$ cat config.mk
export PLATFORM = sky130hd
export DESIGN_NAME = sysinfo_pdu_decoder_flat
export DESIGN_NICKNAME = d
export VERILOG_FILES = /design/src/sip_pkg.sv /design/src/sip_if.sv /design/src/sip_calc.sv /design/src/sysinfo_pdu_decoder.sv /design/src/flat_wrapper.sv
export SDC_FILE = /design/constraint.sdc
export NUM_CORES = 1
export LEC_CHECK = 0
export ABC_AREA = 0
export CORE_MARGIN = 2
export CORE_UTILIZATION = 50
export DETAILED_ROUTE_END_ITERATION = 12
export DONT_BUFFER_PORTS = 1
export SLEW_MARGIN = 30
export SYNTH_ARGS = -nofsm -noshare
export SYNTH_HDL_FRONTEND = slang
export SYNTH_SLANG_ARGS = --single-unit
$ cat constraint.sdc
create_clock -name clk_i -period 12.4 [get_ports clk_i]
set_input_delay 0.62 -clock clk_i [delete_from_list [all_inputs] [get_ports clk_i]]
set_output_delay 0.62 -clock clk_i [all_outputs]
set_load 0.05 [all_outputs]
$ cat src/sip_pkg.sv
// ----------------------------------------------------------------------------
// sip_pkg: system info decoder package
// field widths, frequency constants, duplex spacing table and result type
// ----------------------------------------------------------------------------
`default_nettype none

package sip_pkg;

  localparam int unsigned HEAD_W = 64;
  localparam int unsigned TAIL_W = 14;

  localparam int unsigned BAND_STEP_HZ    = 100_000_000;
  localparam int unsigned CARRIER_STEP_HZ = 25_000;
  localparam int unsigned KHZ_HZ          = 1_000;

  localparam logic signed [14:0] OFFSET_HZ [4] = '{
    15'sd0, 15'sd6250, -15'sd6250, 15'sd12500
  };

  // bit b set when duplex entry [code][b] is reserved
  localparam logic [15:0] RSV_MASK [8] = '{
    16'hFF81, 16'hFCE5, 16'h0000, 16'hFCE7, 16'hFD27, 16'hFFEF, 16'hFFFF, 16'hFFFF
  };

  typedef struct packed {
    logic signed [31:0] downlink_hz;
    logic signed [31:0] uplink_hz;
    logic               uplink_reserved;
    logic [1:0]         secondary_channels;
    logic [2:0]         max_tx_power_code;
    logic [3:0]         min_access_level_code;
    logic [3:0]         access_param_code;
    logic [3:0]         downlink_timeout_code;
    logic               cipher_key_flag;
    logic [15:0]        hyperframe_or_key;
    logic [1:0]         optional_kind;
    logic [19:0]        optional_payload;
  } result_t;

  // duplex spacing in kHz by duplex code and band
  function automatic logic [15:0] spacing_khz(input logic [2:0] code, input logic [3:0] band);
    logic [15:0] sp;
    sp = '0;
    case ({code, band})
      {3'd0, 4'd1}: sp = 16'd1600;
      {3'd0, 4'd2}: sp = 16'd10000;
      {3'd0, 4'd3}: sp = 16'd10000;
      {3'd0, 4'd4}: sp = 16'd10000;
      {3'd0, 4'd5}: sp = 16'd10000;
      {3'd0, 4'd6}: sp = 16'd10000;
      {3'd1, 4'd1}: sp = 16'd4500;
      {3'd1, 4'd3}: sp = 16'd36000;
      {3'd1, 4'd4}: sp = 16'd7000;
      {3'd1, 4'd8}: sp = 16'd45000;
      {3'd1, 4'd9}: sp = 16'd45000;
      {3'd3, 4'd3}: sp = 16'd8000;
      {3'd3, 4'd4}: sp = 16'd8000;
      {3'd3, 4'd8}: sp = 16'd18000;
      {3'd3, 4'd9}: sp = 16'd18000;
      {3'd4, 4'd3}: sp = 16'd18000;
      {3'd4, 4'd4}: sp = 16'd5000;
      {3'd4, 4'd6}: sp = 16'd30000;
      {3'd4, 4'd7}: sp = 16'd30000;
      {3'd4, 4'd9}: sp = 16'd39000;
      {3'd5, 4'd4}: sp = 16'd9500;
      default:      sp = '0;
    endcase
    return sp;
  endfunction

endpackage

`default_nettype wire

$ cat src/sip_if.sv
// ----------------------------------------------------------------------------
// sip_if: system info decoder channels
// body request channel and decoded result channel, valid/ready handshake
// ----------------------------------------------------------------------------
`default_nettype none

interface sip_body_if;
  logic                        valid;
  logic                        ready;
  logic [sip_pkg::HEAD_W-1:0]  body_head;
  logic [sip_pkg::TAIL_W-1:0]  body_tail;

  modport source (output valid, body_head, body_tail, input ready);
  modport sink   (input valid, body_head, body_tail, output ready);
endinterface

interface sip_result_if;
  logic               valid;
  logic               ready;
  logic signed [31:0] downlink_hz;
  logic signed [31:0] uplink_hz;
  logic               uplink_reserved;
  logic [1:0]         secondary_channels;
  logic [2:0]         max_tx_power_code;
  logic [3:0]         min_access_level_code;
  logic [3:0]         access_param_code;
  logic [3:0]         downlink_timeout_code;
  logic               cipher_key_flag;
  logic [15:0]        hyperframe_or_key;
  logic [1:0]         optional_kind;
  logic [19:0]        optional_payload;

  modport source (
    output valid, downlink_hz, uplink_hz, uplink_reserved, secondary_channels,
           max_tx_power_code, min_access_level_code, access_param_code,
           downlink_timeout_code, cipher_key_flag, hyperframe_or_key,
           optional_kind, optional_payload,
    input  ready
  );
  modport sink (
    input  valid, downlink_hz, uplink_hz, uplink_reserved, secondary_channels,
           max_tx_power_code, min_access_level_code, access_param_code,
           downlink_timeout_code, cipher_key_flag, hyperframe_or_key,
           optional_kind, optional_payload,
    output ready
  );
endinterface

`default_nettype wire

$ cat src/sip_calc.sv
// ----------------------------------------------------------------------------
// sip_calc: system info field split and frequency calculation
// splits the body, forms downlink and uplink frequency, flags reserved spacing
// ----------------------------------------------------------------------------
`default_nettype none

module sip_calc (
  input  wire logic [sip_pkg::HEAD_W-1:0] head_i,
  input  wire logic [sip_pkg::TAIL_W-1:0] tail_i,
  output sip_pkg::result_t                res_o
);
  import sip_pkg::*;

  logic [11:0]        carrier;
  logic [3:0]         band;
  logic [1:0]         offs;
  logic [2:0]         dcode;
  logic               reverse;
  logic [30:0]        band_hz;
  logic [26:0]        carrier_hz;
  logic [30:0]        base_hz;
  logic signed [14:0] off_hz;
  logic [15:0]        sp_khz;
  logic [25:0]        sp_hz;
  logic signed [27:0] ul_adj;
  logic               rsv;

  assign carrier = head_i[63:52];
  assign band    = head_i[51:48];
  assign offs    = head_i[47:46];
  assign dcode   = head_i[45:43];
  assign reverse = head_i[42];

  assign band_hz    = 31'(band) * 31'(BAND_STEP_HZ);
  assign carrier_hz = 27'(carrier) * 27'(CARRIER_STEP_HZ);
  assign base_hz    = band_hz + 31'(carrier_hz);
  assign off_hz     = OFFSET_HZ[offs];

  assign sp_khz = spacing_khz(dcode, band);
  assign sp_hz  = 26'(sp_khz) * 26'(KHZ_HZ);
  assign rsv    = RSV_MASK[dcode][band];

  // offset and duplex spacing fold together beside the base sum
  assign ul_adj = reverse ? 28'(off_hz) + $signed({2'b00, sp_hz})
                          : 28'(off_hz) - $signed({2'b00, sp_hz});

  always_comb begin
    res_o.downlink_hz           = $signed({1'b0, base_hz}) + 32'(off_hz);
    res_o.uplink_hz             = rsv ? '0 : $signed({1'b0, base_hz}) + 32'(ul_adj);
    res_o.uplink_reserved       = rsv;
    res_o.secondary_channels    = head_i[41:40];
    res_o.max_tx_power_code     = head_i[39:37];
    res_o.min_access_level_code = head_i[36:33];
    res_o.access_param_code     = head_i[32:29];
    res_o.downlink_timeout_code = head_i[28:25];
    res_o.cipher_key_flag       = head_i[24];
    res_o.hyperframe_or_key     = head_i[23:8];
    res_o.optional_kind         = head_i[7:6];
    res_o.optional_payload      = {head_i[5:0], tail_i};
  end

endmodule

`default_nettype wire

$ cat src/sysinfo_pdu_decoder.sv
// ----------------------------------------------------------------------------
// sysinfo_pdu_decoder: system info broadcast body decoder
// input register, field split and frequency logic, result register
// ----------------------------------------------------------------------------
//  channel   direction  handshake          payload
//  body_i    in         valid/ready        body_head, body_tail
//  result_o  out        valid/ready        frequencies, flags, raw fields
//
//  one request accepted per cycle while result_o is not stalled
//  a result passes through the input register, then the result register
//  result stall: input register still takes one more request
//  reset clears both valid flags only
// ----------------------------------------------------------------------------
`default_nettype none

module sysinfo_pdu_decoder (
  input  wire logic       clk_i,
  input  wire logic       rst_ni,
  sip_body_if.sink        body_i,
  sip_result_if.source    result_o
);
  import sip_pkg::*;

  logic                v1_q;
  logic [HEAD_W-1:0]   head_q;
  logic [TAIL_W-1:0]   tail_q;
  logic                v2_q;
  result_t             res_q;
  result_t             res_d;
  logic                s1_ready;
  logic                s2_ready;

  assign s2_ready     = !v2_q || result_o.ready;
  assign s1_ready     = !v1_q || s2_ready;
  assign body_i.ready = s1_ready;

  sip_calc u_calc (
    .head_i (head_q),
    .tail_i (tail_q),
    .res_o  (res_d)
  );

  always_ff @(posedge clk_i or negedge rst_ni) begin
    if (!rst_ni) begin
      v1_q <= 1'b0;
      v2_q <= 1'b0;
    end else begin
      if (s1_ready) begin
        v1_q <= body_i.valid;
      end
      if (s2_ready) begin
        v2_q <= v1_q;
      end
    end
  end

  always_ff @(posedge clk_i) begin
    if (body_i.valid && s1_ready) begin
      head_q <= body_i.body_head;
      tail_q <= body_i.body_tail;
    end
    if (v1_q && s2_ready) begin
      res_q <= res_d;
    end
  end

  assign result_o.valid                 = v2_q;
  assign result_o.downlink_hz           = res_q.downlink_hz;
  assign result_o.uplink_hz             = res_q.uplink_hz;
  assign result_o.uplink_reserved       = res_q.uplink_reserved;
  assign result_o.secondary_channels    = res_q.secondary_channels;
  assign result_o.max_tx_power_code     = res_q.max_tx_power_code;
  assign result_o.min_access_level_code = res_q.min_access_level_code;
  assign result_o.access_param_code     = res_q.access_param_code;
  assign result_o.downlink_timeout_code = res_q.downlink_timeout_code;
  assign result_o.cipher_key_flag       = res_q.cipher_key_flag;
  assign result_o.hyperframe_or_key     = res_q.hyperframe_or_key;
  assign result_o.optional_kind         = res_q.optional_kind;
  assign result_o.optional_payload      = res_q.optional_payload;

`ifndef NO_ASSERTIONS
  a_reserved_zero: assert property (@(posedge clk_i) disable iff (!rst_ni)
    result_o.valid && result_o.uplink_reserved |-> result_o.uplink_hz == 32'sd0)
    else $error("reserved spacing with nonzero uplink");

  a_accept_fills: assert property (@(posedge clk_i) disable iff (!rst_ni)
    body_i.valid && body_i.ready |=> v1_q)
    else $error("accepted request lost in input register");

  a_stage_hold: assert property (@(posedge clk_i) disable iff (!rst_ni)
    v1_q && !s2_ready |=> v1_q && $stable(head_q) && $stable(tail_q))
    else $error("input register changed while blocked");
`endif

endmodule

`default_nettype wire
$ cat src/flat_wrapper.sv
// flat-port wrapper written by rule: the top's interface ports become plain ports
module sysinfo_pdu_decoder_flat import sip_pkg::*;
  (clk_i, rst_ni, body_i_valid, body_i_body_head, body_i_body_tail, body_i_ready, result_o_valid, result_o_downlink_hz, result_o_uplink_hz, result_o_uplink_reserved, result_o_secondary_channels, result_o_max_tx_power_code, result_o_min_access_level_code, result_o_access_param_code, result_o_downlink_timeout_code, result_o_cipher_key_flag, result_o_hyperframe_or_key, result_o_optional_kind, result_o_optional_payload, result_o_ready);
  sip_body_if body_i_i ();
  sip_result_if result_o_i ();
  input  wire logic clk_i;
  input  wire logic rst_ni;
  input wire logic [$bits(body_i_i.valid)-1:0] body_i_valid;
  input wire logic [$bits(body_i_i.body_head)-1:0] body_i_body_head;
  input wire logic [$bits(body_i_i.body_tail)-1:0] body_i_body_tail;
  output wire logic [$bits(body_i_i.ready)-1:0] body_i_ready;
  output wire logic [$bits(result_o_i.valid)-1:0] result_o_valid;
  output wire logic [$bits(result_o_i.downlink_hz)-1:0] result_o_downlink_hz;
  output wire logic [$bits(result_o_i.uplink_hz)-1:0] result_o_uplink_hz;
  output wire logic [$bits(result_o_i.uplink_reserved)-1:0] result_o_uplink_reserved;
  output wire logic [$bits(result_o_i.secondary_channels)-1:0] result_o_secondary_channels;
  output wire logic [$bits(result_o_i.max_tx_power_code)-1:0] result_o_max_tx_power_code;
  output wire logic [$bits(result_o_i.min_access_level_code)-1:0] result_o_min_access_level_code;
  output wire logic [$bits(result_o_i.access_param_code)-1:0] result_o_access_param_code;
  output wire logic [$bits(result_o_i.downlink_timeout_code)-1:0] result_o_downlink_timeout_code;
  output wire logic [$bits(result_o_i.cipher_key_flag)-1:0] result_o_cipher_key_flag;
  output wire logic [$bits(result_o_i.hyperframe_or_key)-1:0] result_o_hyperframe_or_key;
  output wire logic [$bits(result_o_i.optional_kind)-1:0] result_o_optional_kind;
  output wire logic [$bits(result_o_i.optional_payload)-1:0] result_o_optional_payload;
  input wire logic [$bits(result_o_i.ready)-1:0] result_o_ready;
  assign body_i_i.valid = body_i_valid;
  assign body_i_i.body_head = body_i_body_head;
  assign body_i_i.body_tail = body_i_body_tail;
  assign body_i_ready = body_i_i.ready;
  assign result_o_valid = result_o_i.valid;
  assign result_o_downlink_hz = result_o_i.downlink_hz;
  assign result_o_uplink_hz = result_o_i.uplink_hz;
  assign result_o_uplink_reserved = result_o_i.uplink_reserved;
  assign result_o_secondary_channels = result_o_i.secondary_channels;
  assign result_o_max_tx_power_code = result_o_i.max_tx_power_code;
  assign result_o_min_access_level_code = result_o_i.min_access_level_code;
  assign result_o_access_param_code = result_o_i.access_param_code;
  assign result_o_downlink_timeout_code = result_o_i.downlink_timeout_code;
  assign result_o_cipher_key_flag = result_o_i.cipher_key_flag;
  assign result_o_hyperframe_or_key = result_o_i.hyperframe_or_key;
  assign result_o_optional_kind = result_o_i.optional_kind;
  assign result_o_optional_payload = result_o_i.optional_payload;
  assign result_o_i.ready = result_o_ready;
  sysinfo_pdu_decoder u_core (.clk_i(clk_i), .rst_ni(rst_ni), .body_i(body_i_i), .result_o(result_o_i));
endmodule
=== Word-level counts from Yosys, hierarchy flattened ===
Memory sizes are Yosys's and may differ from the RTL's.
Index checks and enable logic that the tools add are counted.

* Register bits after elaboration: 201
* ROM bits: 128
* Logic and storage cells: 71
* Memories kept: 1
* Bits of input ports: 82
* Output and inout port bits: 123

{| class="wikitable"
|+ Memories
! name !! depth !! width !! rd ports !! clocked after Yosys merged registers in !! wr ports !! RTL line !! text
|-
| (no name shown) || 8 || 16 || 1 || 0 || 0 || sip_calc.sv:41 || <nowiki>assign rsv = RSV_MASK[dcode][band];</nowiki>
|}

* Multiplexer cells: 9
* Magnitude comparators: 3
* Multipliers: 3
* Reduce and logical (&&, ||, !) cells: 11
* Equal/unequal tests: 21
* Bitwise operators: 2
* Add/subtract/negate cells: 5

{| class="wikitable"
|+ Operators with widths
! operator !! number
|-
| case mux 16 bit (12 select lines) || 1
|-
| == test 7 bit, second input constant || 6
|-
| == test 7 x 5 -> 1 bit, second input constant || 5
|-
| adder 31 x 32 -> 32 bit || 1
|-
| adder 32 x 15 -> 32 bit || 1
|-
| two-way mux 16 bit || 2
|-
| adder 31 x 27 -> 31 bit || 1
|-
| binary-select mux 15 bit (select 2 bit) || 1
|-
| two-way mux 15 bit || 2
|-
| adder 15 x 27 -> 28 bit || 1
|-
| == test 7 x 6 -> 1 bit, second input constant || 4
|-
| two-way mux 28 bit || 1
|-
| subtractor 15 x 27 -> 28 bit || 1
|-
| multiplier 12 x 12 -> 24 bit, second input constant || 1
|-
| multiplier 16 x 7 -> 23 bit, second input constant || 1
|-
| multiplier 4 x 19 -> 23 bit, second input constant || 1
|-
| == test 7 x 3 -> 1 bit, second input constant || 3
|-
| == test 7 x 2 -> 1 bit, second input constant || 2
|-
| == test 7 x 1 -> 1 bit, second input constant || 1
|-
| OR reduction 2 bit || 3
|-
| < comparator 4 x 5 -> 1 bit, second input constant || 1
|-
| OR reduction 5 bit || 1
|-
| binary-select mux 1 bit (select 4 bit) || 1
|-
| greater-or-equal comparator 4 bit, second input constant || 1
|-
| other kinds (8) || 11
|}

=== Depth between registers and ports, before layout ===
Gate-level depths: netlist of run 1.

* Depth in word-level cells: 7
* Gate-level depth with buffers: 45
* Mapped depth without buffers: 43

=== Cells and area by module ===
Synthesis of run 1 repeated with hierarchy kept, for this count alone.

* Cell total of the unflattened synthesis: 1,766
* Area total of the unflattened synthesis: 18,242.5 µm²

{| class="wikitable"
|+ By module, submodules not included
! module !! sequential area each (µm²) !! times used !! cells each !! area each (µm²)
|-
| sip_calc || 0.0 || 1 || 1,559 || 12,162.9
|-
| sysinfo_pdu_decoder || 6,025.8 || 1 || 207 || 6,079.6
|}

=== Worst setup path after synthesis of run 1 ===
OpenSTA, ideal clock, no wires.

* Kind: register -> register
* From: reg u_core.head_q[48]
* To: reg u_core.res_q (netlist bit u_core.result_o.uplink_hz[29]) (data pin)
* Arrival time: 10,639 ps
* Buffers on the path: 2
* Setup slack: 1,614 ps
* Setup time: 147 ps
* Data required time: 12,253 ps
* Period minus slack after synthesis: 10,786 ps
* Stages on the path, launching flop included: 41
* Cell sequence: edfxtp_1 -> inv_1 -> ha_1 -> and2_1 -> clkbuf_1 -> and3_1 -> a211oi_1 -> inv_1 -> nor3_1 -> inv_1 -> ha_1 -> inv_1 -> fa_1 -> fa_1 -> fa_1 -> inv_1 -> ha_1 -> clkbuf_1 -> [... 5 more ...] -> o21ai_0 -> xnor2_1 -> ha_1 -> a21o_1 -> a21o_1 -> a41o_1 -> or2_2 -> xor2_1 -> ha_1 -> a21o_1 -> a21o_1 -> a21oi_1 -> o21ai_0 -> a41oi_1 -> nor2_1 -> and4_1 -> or4_1 -> a21oi_1

* Cells in the longest elaborated chain, start to end: 7
* Elaborated cells between the ends (all ways): 36
* Classes of those cells: add/sub (4); mul (2); eq/ne (21); mux (4); reduce/logical (5)

{| class="wikitable"
|+ Ends and longest elaborated chain
! item !! RTL line !! text
|-
| from (decl) || sysinfo_pdu_decoder.sv:25 || <nowiki>logic [HEAD_W-1:0] head_q;</nowiki>
|-
| from (signal assigned) || sysinfo_pdu_decoder.sv:59 || <nowiki>head_q <= body_i.body_head;</nowiki>
|-
| == test 7 x 3 -> 1 bit, or another cell as far along || sip_pkg.sv:44 || <nowiki>case ({code, band})</nowiki>
|-
| OR reduction 5 bit (no source line), or another cell as far along || n/a ||
|-
| case mux 16 bit (12 select lines) || sip_pkg.sv:44 ||
|-
| multiplier 16 x 7 -> 23 bit || sip_calc.sv:40 || <nowiki>assign sp_hz = 26'(sp_khz) * 26'(KHZ_HZ);</nowiki>
|-
| subtractor 15 x 27 -> 28 bit or adder 15 x 27 -> 28 bit (tied branches) || sip_calc.sv:45, sip_calc.sv:44 ||
|-
| two-way mux 28 bit || sip_calc.sv:44 || <nowiki>assign ul_adj = reverse ? 28'(off_hz) + $signed({2'b00, sp_hz})</nowiki>
|-
| adder 31 x 32 -> 32 bit || sip_calc.sv:49 || <nowiki>res_o.uplink_hz = rsv ? '0 : $signed({1'b0, base_hz}) + 32'(ul_adj);</nowiki>
|-
| to (signal assigned) || sysinfo_pdu_decoder.sv:63 || <nowiki>res_q <= res_d;</nowiki>
|-
| to (decl) || sysinfo_pdu_decoder.sv:28 || <nowiki>result_t res_q;</nowiki>
|}

Parallel ways exist; a longest one is shown, timed or not. The select of a mux whose other input is x is not followed.
A chain may end at the register's enable or synchronous reset.

=== Worst setup path in the final report of run 1 ===
Same ends and word-level chain as after synthesis.

==> results of run 1 <==
==> layout make-up <==
type,instances,area (um^2)
timing repair buffer,10,90.1
inverter,218,818
multi-input combinational,1271,10900
fill,3003,16300
sequential,199,5970
tap,461,577
clock inverter,14,170
clock buffer,18,439
==> Yosys cell counts, types with 15 or more instances <==
master,number,share of area
nand3_1,28,0.0079
and2_1,16,0.0056
xor2_1,37,0.018
inv_1,218,0.046
o21a_1,28,0.012
o21bai_1,17,0.0072
nor2_1,123,0.026
xnor2_1,95,0.047
nand2b_1,26,0.0092
fa_1,85,0.096
edfxtp_1,197,0.33
a21o_1,42,0.018
a211oi_1,20,0.0085
nor3_1,38,0.011
nand2_1,60,0.013
a31oi_1,16,0.0056
a21oi_1,110,0.031
and3_1,15,0.0053
o21ai_0,59,0.017
ha_1,263,0.19
==> flip-flops by register name, summed over array words and instances (netlist names), 3 cells and up <==
name                                   flops
u_core.head_q                             64
u_core.result_o.downlink_hz               31
u_core.result_o.uplink_hz                 31
u_core.result_o.optional_payload          20
u_core.result_o.hyperframe_or_key         16
u_core.tail_q                             14
u_core.result_o.access_param_code          4
u_core.result_o.downlink_timeout_code      4
u_core.result_o.min_access_level_code      4
u_core.result_o.max_tx_power_code          3
==> layer usage <==
metal | routed length (um) | vias up
li1 | - | 6158
met1 | 18400 | 5885
met2 | 18100 | 301
met3 | 2100 | 27
met4 | 341 | 0
met5 | 0 | -
==> cells by family after synthesis <==
logic type / synth area share
AO/OA/AOI/OAI: 0.152
AND/OR/NAND/NOR: 0.109
adder cells (fa/ha/maj): 0.281
buffers and inverters: 0.0515
flip-flops: 0.336
XOR/XNOR: 0.0690
multiplexers: 0.00113
other: 0.000211
==> worst max-delay path, delay by kind of cell (launching register included) <==
kind            cells  cell delay (ns)
compound gates     16             4.15
xor+xnor            2             0.31
buf+inv             7             1.15
simple gates        9             1.74
flops               1             0.33
fa+ha+maj           8             3.27
==> metrics by stage <==
step	util	instances	setup slack (ns)
floorplan	-	1709	1.61
global placement	0.519	2157	1.43
detailed placement	0.519	2158	1.27
CTS	0.537	2191	1.21
global route	0.537	2191	0.310
finish	0.537	2191	1.28
==> path summary, 6_finish.rpt <==
kind / to / slack (ns) / cells after the start
min reg2reg: u_core.result_o.hyperframe_or_key[7] / 0.41 / 0
min: u_core.head_q[45] / 0.25 / 0
max reg2reg: u_core.result_o.uplink_hz[29] / 1.28 / 42
max: u_core.result_o.uplink_hz[29] / 1.28 / 42
max in group asynchronous: u_core.result_o.valid / 11.87 / 1
min in group asynchronous: u_core.v1_q / 0.40 / 1
==> results by group, run 1 <==
Detailed routing
  – Pre-antenna DRT Iters: 5
  – Antenna Nets Post-Route: 0
  – Routed len/inst: between 15 and 20 um
  – DRC viols: 0
  – 1st-iter DRT viols: 671
  – Final WL: 38,900 um
  – Via count: about 12,000
  – Vias per cell: about 5.6

Clock tree
  – TritonCTS clock tree: built
  – CTS Sinks: about 200
  – H-tree levels: 4
  – Number of buffers added for setup after CTS: 0
  – Cts bufs inserted: 17
  – Clk buf depth: 2
  – CTS resizes: 0
  – Clock Latency Late Sink: about 0.46 ns
  – CTS root buffer: clkbuf_16
  – Clock transition at the registers of the reported paths: 0.09 ns
  – Post-CTS Hold Buffers: 1

Finish
  – Share of cells above drive strength 1: 0.0445
  – Most common cell after layout, fill and taps aside: ha_1
  – Nets@finish: between 2,000 and 2,500
  – Antenna cells: 0
  – Most frequent cells in the layout: ha_1 (262), inv_1 (218), edfxtp_1 (197), nor2_1 (123), a21oi_1 (110)
  – Final instance area: around 19,000 um^2
  – Synthesis-to-layout area growth: 6.79%

Timing
  – Max frequency: approximately 0.09 GHz
  – Worst-Margin Slew: ~0.94 ns
  – # setup viols final: 0
  – RSZ-0062 raised after global routing: no
  – Slew Viols, Final: 0
  – Final Hold Vio Count: 0
  – Final Cycle Share: 0.897
  – Clock skew: between 0.02 and 0.025 ns
  – Setup TNS: 0 ns
  – Hold slack: around 0.25 ns
  – Rel. slew slack: 0.374
  – Minimum clock period: between 10 and 15 ns

Worst setup path
  – Worst setup path class: flip-flop to flip-flop
  – Critical path startpoint category: flip-flop
  – Worst path arrival time: 11.43 ns
  – CP Launch Point: u_core.head_q[48]
  – Max stage delay on crit path: 0.57 ns
  – Worst-path maximum fanout: 13
  – CP max-delay cell: a211oi_1
  – Required time worst endpoint: roughly 13 ns
  – Reg2reg start: u_core.head_q[48]
  – Critical Path Sink Type: flip-flop

Floorplanning
  – Die Area: around 37,000 um^2
  – I/O pin cnt: between 200 and 250
  – Rows: slightly below 70
  – Initial Utilization: 0.503
  – Die width: 192 um
  – Die Ht: between 150 and 200 um
  – Core area: between 30,000 and 40,000 um^2

Logic synthesis
  – Asr flop ratio synth: 0.0101
  – Post-Synthesis Cells: approximately 1,700
  – Count of flip-flops with a built-in enable after synthesis: approximately 200
  – Sequential fraction of the synthesis area: 0.336
  – Avg Cell Area, Syn: a little over 10 um^2
  – Synthesized cell area: about 18,000 um^2
  – Library cells used by synthesis: 80
  – Main synth FF type: edfxtp_1
  – FF+latch count, synth: 199
  – Number of synthesis warnings: 0

Global route
  – Global-route wire length before repair: 62,900 um
  – Total gr overflow: 0
  – Met2 usage: 0.366
  – Met1 Usage GRT: 0.291
  – Vias in the first global route: ~12,000
  – Met3 Track Usage GR: 0.0344
  – Total GRT Usage: 0.215
  – GRT busiest layer: met2
  – Initial antenna violation count: 0
  – Largest net degree at the start of global routing: slightly above 70

Placement
  – Routability cong.: between 0.8 and 0.9
  – DP Area: around 18,000 um^2
  – I/O Buffers: 0
  – Hpwl dp: 32,100 um

Min path
  – Hold Startpoint: body_i_body_head[45]
  – HP Class: primary input to flip-flop

Job
  – Max cap viols: 0

Run status
  – Status: completed
Power of run 1 is not shown: default switching activity piles up to over one toggle a cycle in this logic, so the estimate is an artifact.
==> run 2, diff against run 1 <==
--- a/config.mk
+++ b/config.mk
@@ -7,9 +7,11 @@
 export LEC_CHECK = 0
 export ABC_AREA = 0
 export CORE_MARGIN = 2
-export CORE_UTILIZATION = 50
+export CORE_UTILIZATION = 59
 export DETAILED_ROUTE_END_ITERATION = 12
 export DONT_BUFFER_PORTS = 1
+export PLACE_DENSITY = 0.75
+export RECOVER_POWER = 50
 export SLEW_MARGIN = 30
 export SYNTH_ARGS = -nofsm -noshare
 export SYNTH_HDL_FRONTEND = slang
==> constraint.sdc (replaced) <==
create_clock -name clk_i -period 14.2 [get_ports clk_i]
set_input_delay 0.71 -clock clk_i [delete_from_list [all_inputs] [get_ports clk_i]]
set_output_delay 0.71 -clock clk_i [all_outputs]
set_load 0.05 [all_outputs]
==> run 2 against run 1 <==
Cell count is 3.3% lower. The run now ends with capacitance limit, slew limit left. Clock skew is 0.0080 ns lower. Global-route usage up 4.0 points.
==> results by group, run 2 (same netlist as run 1, synthesis figures left out) <==
Worst setup path
  – Worst-path maximum fanout: 13 (unchanged)
  – CP max-delay cell: edfxtp_1 (was a211oi_1)
  – Critical path startpoint category: flip-flop (unchanged)
  – CP delay by family, top: compound AO/OA/AOI/OAI gates (unchanged)
  – Worst path bufs/invs: 5 (was 7)
  – Worst path arrival time: 12.08 ns (was 11.43 ns)
  – Required time worst endpoint: 14.51 ns (was 12.71 ns)
  – Worst setup path class: flip-flop to flip-flop (unchanged)
  – Max stage delay on crit path: 0.78 ns (was 0.57 ns)
  – Critical Path Sink Type: flip-flop (unchanged)
  – Reg2reg setup slack: 2.42 ns (was 1.28 ns)

Clock tree
  – Clock transition at the registers of the reported paths: 0.08 ns (was 0.09 ns)
  – Cts bufs inserted: 17 (unchanged)
  – CTS root buffer: clkbuf_16 (unchanged)
  – Clk buf depth: 2 (unchanged)
  – TritonCTS clock tree: built (unchanged)
  – H-tree levels: 4 (unchanged)
  – Clock Latency Late Sink: 0.45 ns (was 0.46 ns)
  – CTS resizes: 0 (unchanged)
  – CTS Sinks: 199 (unchanged)

Finish
  – Nets@finish: 2,145 (was 2,147)
  – Max FFs per register: 64 (unchanged)
  – Most flop-heavy register: u_core.head_q (unchanged)
  – Share of cells above drive strength 1: 0.0422 (was 0.0445)
  – Post-Layout Cell Count: 2,118 (was 2,191)
  – Most frequent cells in the layout: ha_1 (263), inv_1 (218), edfxtp_1 (197), nor2_1 (123), a21oi_1 (110) (was ha_1 (262), inv_1 (218), edfxtp_1 (197), nor2_1 (123), a21oi_1 (110))
  – Final instance area: 18,900 um^2 (was 19,000 um^2)
  – Most common cell after layout, fill and taps aside: ha_1 (unchanged)
  – Synthesis-to-layout area growth: 6.24% (was 6.79%)
  – Antenna cells: 0 (unchanged)
  – Fillers: 2,273 (was 3,003)

Global route
  – Total GRT Usage: 0.255 (was 0.215)
  – Total gr overflow: 0 (unchanged)
  – Largest net degree at the start of global routing: 77 (was 72)
  – Global-route wire length before repair: 62,900 um (about the same)
  – Initial antenna violation count: 0 (unchanged)
  – Vias in the first global route: 12,300 (about the same)

Timing
  – Setup TNS: 0 ns (unchanged)
  – Clock skew: 0.0142 ns (was 0.0222 ns)
  – Worst-Margin Slew: 2.73 ns (was 0.939 ns)
  – Final Hold Vio Count: 0 (unchanged)
  – Setup WS post-layout: 2.42 ns (was 1.28 ns)
  – Max frequency: 0.0849 GHz (was 0.0899 GHz)
  – Rel. slew slack: -0.820 (was 0.374)
  – Minimum clock period: 11.78 ns (was 11.12 ns)
  – Slew Viols, Final: 88 (was 0)
  – Final Cycle Share: 0.830 (was 0.897)
  – RSZ-0062 raised after global routing: no (unchanged)
  – # setup viols final: 0 (unchanged)

Detailed routing
  – Final WL: 39,600 um (was 38,900 um)
  – DRC viols: 0 (unchanged)
  – Pre-antenna DRT Iters: 7 (was 5)
  – Via count: 12,600 (was 12,400)
  – Antenna Nets Post-Route: 0 (unchanged)
  – 1st-iter DRT viols: 818 (was 671)
  – Met2 wire len: 18,400 um (was 18,100 um)
  – Met1 wire length: 17,500 um (was 18,400 um)
  – Vias per cell: 5.96 (was 5.65)
  – Routed len/inst: 18.7 um (was 17.8 um)
  – Met3 Wirelength: 2630 um (was 2100 um)
  – Top sig layer: met4 (unchanged)

Run status
  – Failing checks: capacitance limit, slew limit
  – Status: finished, violations left (was completed)

Placement
  – I/O Buffers: 0 (unchanged)
  – Dpl ws: 2.11 ns (was 1.27 ns)
  – Routability cong.: 0.883 (was 0.873)
  – Placed insts: 2,084 (was 2,158)
  – DP Area: 18,200 um^2 (was 18,300 um^2)
  – Hpwl dp: 32,500 um (was 32,100 um)

Floorplanning
  – Die Area: 31,500 um^2 (was 37,000 um^2)
  – Rows: 63 (was 69)
  – Die Ht: 177 um (was 192 um)
  – Die width: 177 um (was 192 um)
  – Core area: 29,600 um^2 (was 35,300 um^2)
  – I/O pin cnt: 205 (unchanged)
  – Initial Utilization: 0.599 (was 0.503)

Job
  – Max cap viols: 2 (was 0)

Min path
  – HP Class: primary input to flip-flop (unchanged)
## run 2: final cells by class
cell class	count	area, um^2	share of cell area
multi-input combinational	1271	10900	0.578
sequential	199	5970	0.316
inverter	218	818	0.0434
tap	390	488	0.0259
clock buffer	19	433	0.0230
clock inverter	13	156	0.00829
timing repair buffer	8	95.1	0.00504
## run 2: per-stage QoR
stage	hold slack, ns	util
floorplan	0.400	-
CTS	0.327	0.635
global placement	0.401	0.614
detailed placement	0.405	0.615
finish	0.348	0.636
global route	0.331	0.636
## run 2: metal layers
metal,GRT usage,vias up
met3,0.0495,69
met4,0.0878,0
met5,0,-
met2,0.426,375
li1,-,6165
met1,0.333,6009
## run 2: worst paths after layout
path / from / endpoint / depth (start not counted)
setup / recovery: u_core.head_q[48] / u_core.result_o.uplink_hz[29] / 38
hold / removal: body_i_body_head[45] / u_core.head_q[45] / 0
setup reg to reg: u_core.head_q[48] / u_core.result_o.uplink_hz[29] / 38
hold reg to reg: u_core.head_q[3] / u_core.result_o.optional_payload[17] / 0
max in group asynchronous: rst_ni / u_core.v1_q / 1
min in group asynchronous: rst_ni / u_core.result_o.valid / 1
## run 2: repair_timing
item	in CTS	in global routing
hold endpoints to repair	2	0
buffers inserted	0	0
hold buffers	1	0
setup endpoints to repair	0	0
## run 2: worst reg2reg max path: cells and delay by family, from the launching register on
kind | cells | cell delay, ns
AOI/OAI and AO/OA | 15 | 4.01
xor gates and xnor gates | 2 | 0.29
and+or+nand+nor | 8 | 2.23
DFF | 1 | 0.78
buffers and inverters | 5 | 0.97
adders and majority gates | 8 | 3.33
Power of run 2 is left out for the same reason.
==> run 3, diff against run 2 <==
==> constraint.sdc (replaced) <==
create_clock -name clk_i -period 11.9 [get_ports clk_i]
set_input_delay 0.595 -clock clk_i [delete_from_list [all_inputs] [get_ports clk_i]]
set_output_delay 0.595 -clock clk_i [all_outputs]
set_load 0.05 [all_outputs]
==> run 3 against run 2 <==
The run now ends clean. Setup slack worse by 1.4 ns. Wire length increased by 3.5%. Register-to-register slack worse by 1.4 ns. Sequential cell count unchanged. Clock-buffer cell count decreased by 2. First-iteration DRC count grew 15%. Largest cell class unchanged. Sequential share of layout area down 0.059 points. Core utilization rose by 0.12 points. Clock skew grew 0.0053 ns. Critical path depth increased by 4.
==> results by group, run 3 (same netlist as run 1, synthesis figures left out) <==
Run status
  – Status: completed (was finished, violations left)

Finish
  – Most frequent cells in the layout: ha_1 (262), inv_1 (218), edfxtp_1 (197), nor2_1 (123), a21oi_1 (110) (was ha_1 (263), inv_1 (218), edfxtp_1 (197), nor2_1 (123), a21oi_1 (110))
  – Fillers: 2,333 (was 2,273)
  – Util after Layout: 0.638 (was 0.636)
  – Most flop-heavy register: u_core.head_q (unchanged)
  – Most common cell after layout, fill and taps aside: ha_1 (unchanged)
  – Synthesis-to-layout area growth: 6.43% (was 6.24%)
  – Nets@finish: 2,149 (was 2,145)
  – Max FFs per register: 64 (unchanged)
  – Share of cells above drive strength 1: 0.0456 (was 0.0422)

Timing
  – Hold slack: 0.231 ns (was 0.348 ns)
  – Final Hold Vio Count: 0 (unchanged)
  – Setup TNS: 0 ns (unchanged)
  – Rel. slew slack: 0.389 (was -0.820)
  – Slew Viols, Final: 0 (was 88)
  – Final Cycle Share: 0.917 (was 0.830)
  – # setup viols final: 0 (unchanged)
  – RSZ-0062 raised after global routing: no (unchanged)
  – Minimum clock period: 10.92 ns (was 11.78 ns)
  – Max frequency: 0.0916 GHz (was 0.0849 GHz)
  – Worst-Margin Slew: 0.916 ns (was 2.73 ns)
  – Clock skew: 0.0195 ns (was 0.0142 ns)

Worst setup path
  – Reg2reg setup slack: 0.98 ns (was 2.42 ns)
  – Max stage delay on crit path: 0.57 ns (was 0.78 ns)
  – CP max-delay cell: or4_4 (was edfxtp_1)
  – Critical path startpoint category: flip-flop (unchanged)
  – Critical Path Sink Type: flip-flop (unchanged)
  – Required time worst endpoint: 12.21 ns (was 14.51 ns)
  – Most Frequent Cell on Critical Path: inv_1
  – Worst-path maximum fanout: 13 (unchanged)
  – Worst setup path class: flip-flop to flip-flop (unchanged)
  – Worst path arrival time: 11.22 ns (was 12.08 ns)

Placement
  – Routability cong.: 0.912 (was 0.883)
  – Hpwl dp: 32,700 um (was 32,500 um)
  – I/O Buffers: 0 (unchanged)

Global route
  – Initial antenna violation count: 4 (was 0)
  – Global-route wire length before repair: 64,900 um (was 62,900 um)
  – Total GRT Usage: 0.265 (was 0.255)
  – Vias in the first global route: 12,500 (was 12,300)
  – Total gr overflow: 0 (unchanged)
  – Largest net degree at the start of global routing: 79 (was 77)

Floorplanning
  – Core area: 29,600 um^2 (unchanged)
  – Initial Utilization: 0.599 (unchanged)
  – Die Area: 31,500 um^2 (unchanged)
  – Die width: 177 um (unchanged)
  – Die Ht: 177 um (unchanged)
  – Rows: 63 (unchanged)
  – I/O pin cnt: 205 (unchanged)

Clock tree
  – Clock Latency Late Sink: 0.45 ns (about the same)
  – CTS root buffer: clkbuf_16 (unchanged)
  – TritonCTS clock tree: built (unchanged)
  – Cts bufs inserted: 17 (unchanged)
  – CTS Sinks: 199 (unchanged)
  – Clk buf depth: 2 (unchanged)
  – H-tree levels: 4 (unchanged)
  – Clock transition at the registers of the reported paths: 0.09 ns (was 0.08 ns)
  – Number of buffers added for setup after CTS: 0 (unchanged)

Detailed routing
  – DRC viols: 0 (unchanged)
  – Vias per cell: 6.01 (was 5.96)
  – 1st-iter DRT viols: 938 (was 818)
  – Final WL: 41,000 um (was 39,600 um)
  – Pre-antenna DRT Iters: 5 (was 7)
  – Via count: 12,800 (was 12,600)
  – Routed len/inst: 19.3 um (was 18.7 um)
  – Antenna Nets Post-Route: 0 (unchanged)

Job
  – Max cap viols: 0 (was 2)

Min path
  – HP Class: primary input to flip-flop (unchanged)
==> run 3: changes by cell type in the layout (fill, tap and decap cells not counted), sizes merged, moves of 2 or more <==
cell | previous run | this run
clkbuf | 19 | 17
diode | 0 | 3
inv | 226 | 224
buf | 7 | 11
clkinv | 3 | 5
==> run 3: metal layers <==
layer,vias to the layer above,track usage,part of all wire
met1,6140,0.348,0.44
met2,409,0.441,0.47
met3,54,0.0510,0.066
li1,6163,-,-
met5,-,0,0
met4,0,0.0857,0.020
==> run 3: timing repair <==
action	CTS	global route
hold buffers	1	0
resized for setup	0	0
hold endpoints to repair	2	0
==> run 3: metrics by stage <==
step	cell area, um^2	setup slack, ns	instances
finish	18900	0.984	2125
global route	18900	0.270	2125
CTS	18900	1.03	2121
detailed placement	18200	1.07	2088
global placement	18200	1.19	2088
floorplan	17800	1.11	1709
==> run 3: final timing paths <==
kind,cells after the start,end,startpoint
max reg2reg,42,u_core.result_o.uplink_hz[29],u_core.head_q[48]
max,42,u_core.result_o.uplink_hz[29],u_core.head_q[48]
min,0,u_core.head_q[11],body_i_body_head[11]
max in group asynchronous,1,u_core.result_o.valid,rst_ni
min reg2reg,0,u_core.result_o.min_access_level_code[2],u_core.head_q[35]
min in group asynchronous,1,u_core.v1_q,rst_ni
==> run 3: cell type report <==
cell class,count,area (um^2),area share
Inverter,218,818,0.0433
Clock inverter,15,186,0.00987
Clock buffer,17,425,0.0225
Tap cell,390,488,0.0258
Antenna cell,3,7.51,0.000397
Sequential cell,199,5970,0.316
Timing Repair Buffer,12,105,0.00556
Multi-Input combinational cell,1271,10900,0.577
==> run 3: worst max-delay path: cells and delay by family, from the launching register on <==
family                   cells  cell delay [ns]
adder cells (fa/ha/maj)      8             3.18
XOR/XNOR                     2             0.30
AND/OR/NAND/NOR             15             4.38
flip-flops                   1             0.32
buffers and inverters       11             1.36
AO/OA/AOI/OAI                6             1.26
Power of run 3 is left out for the same reason.
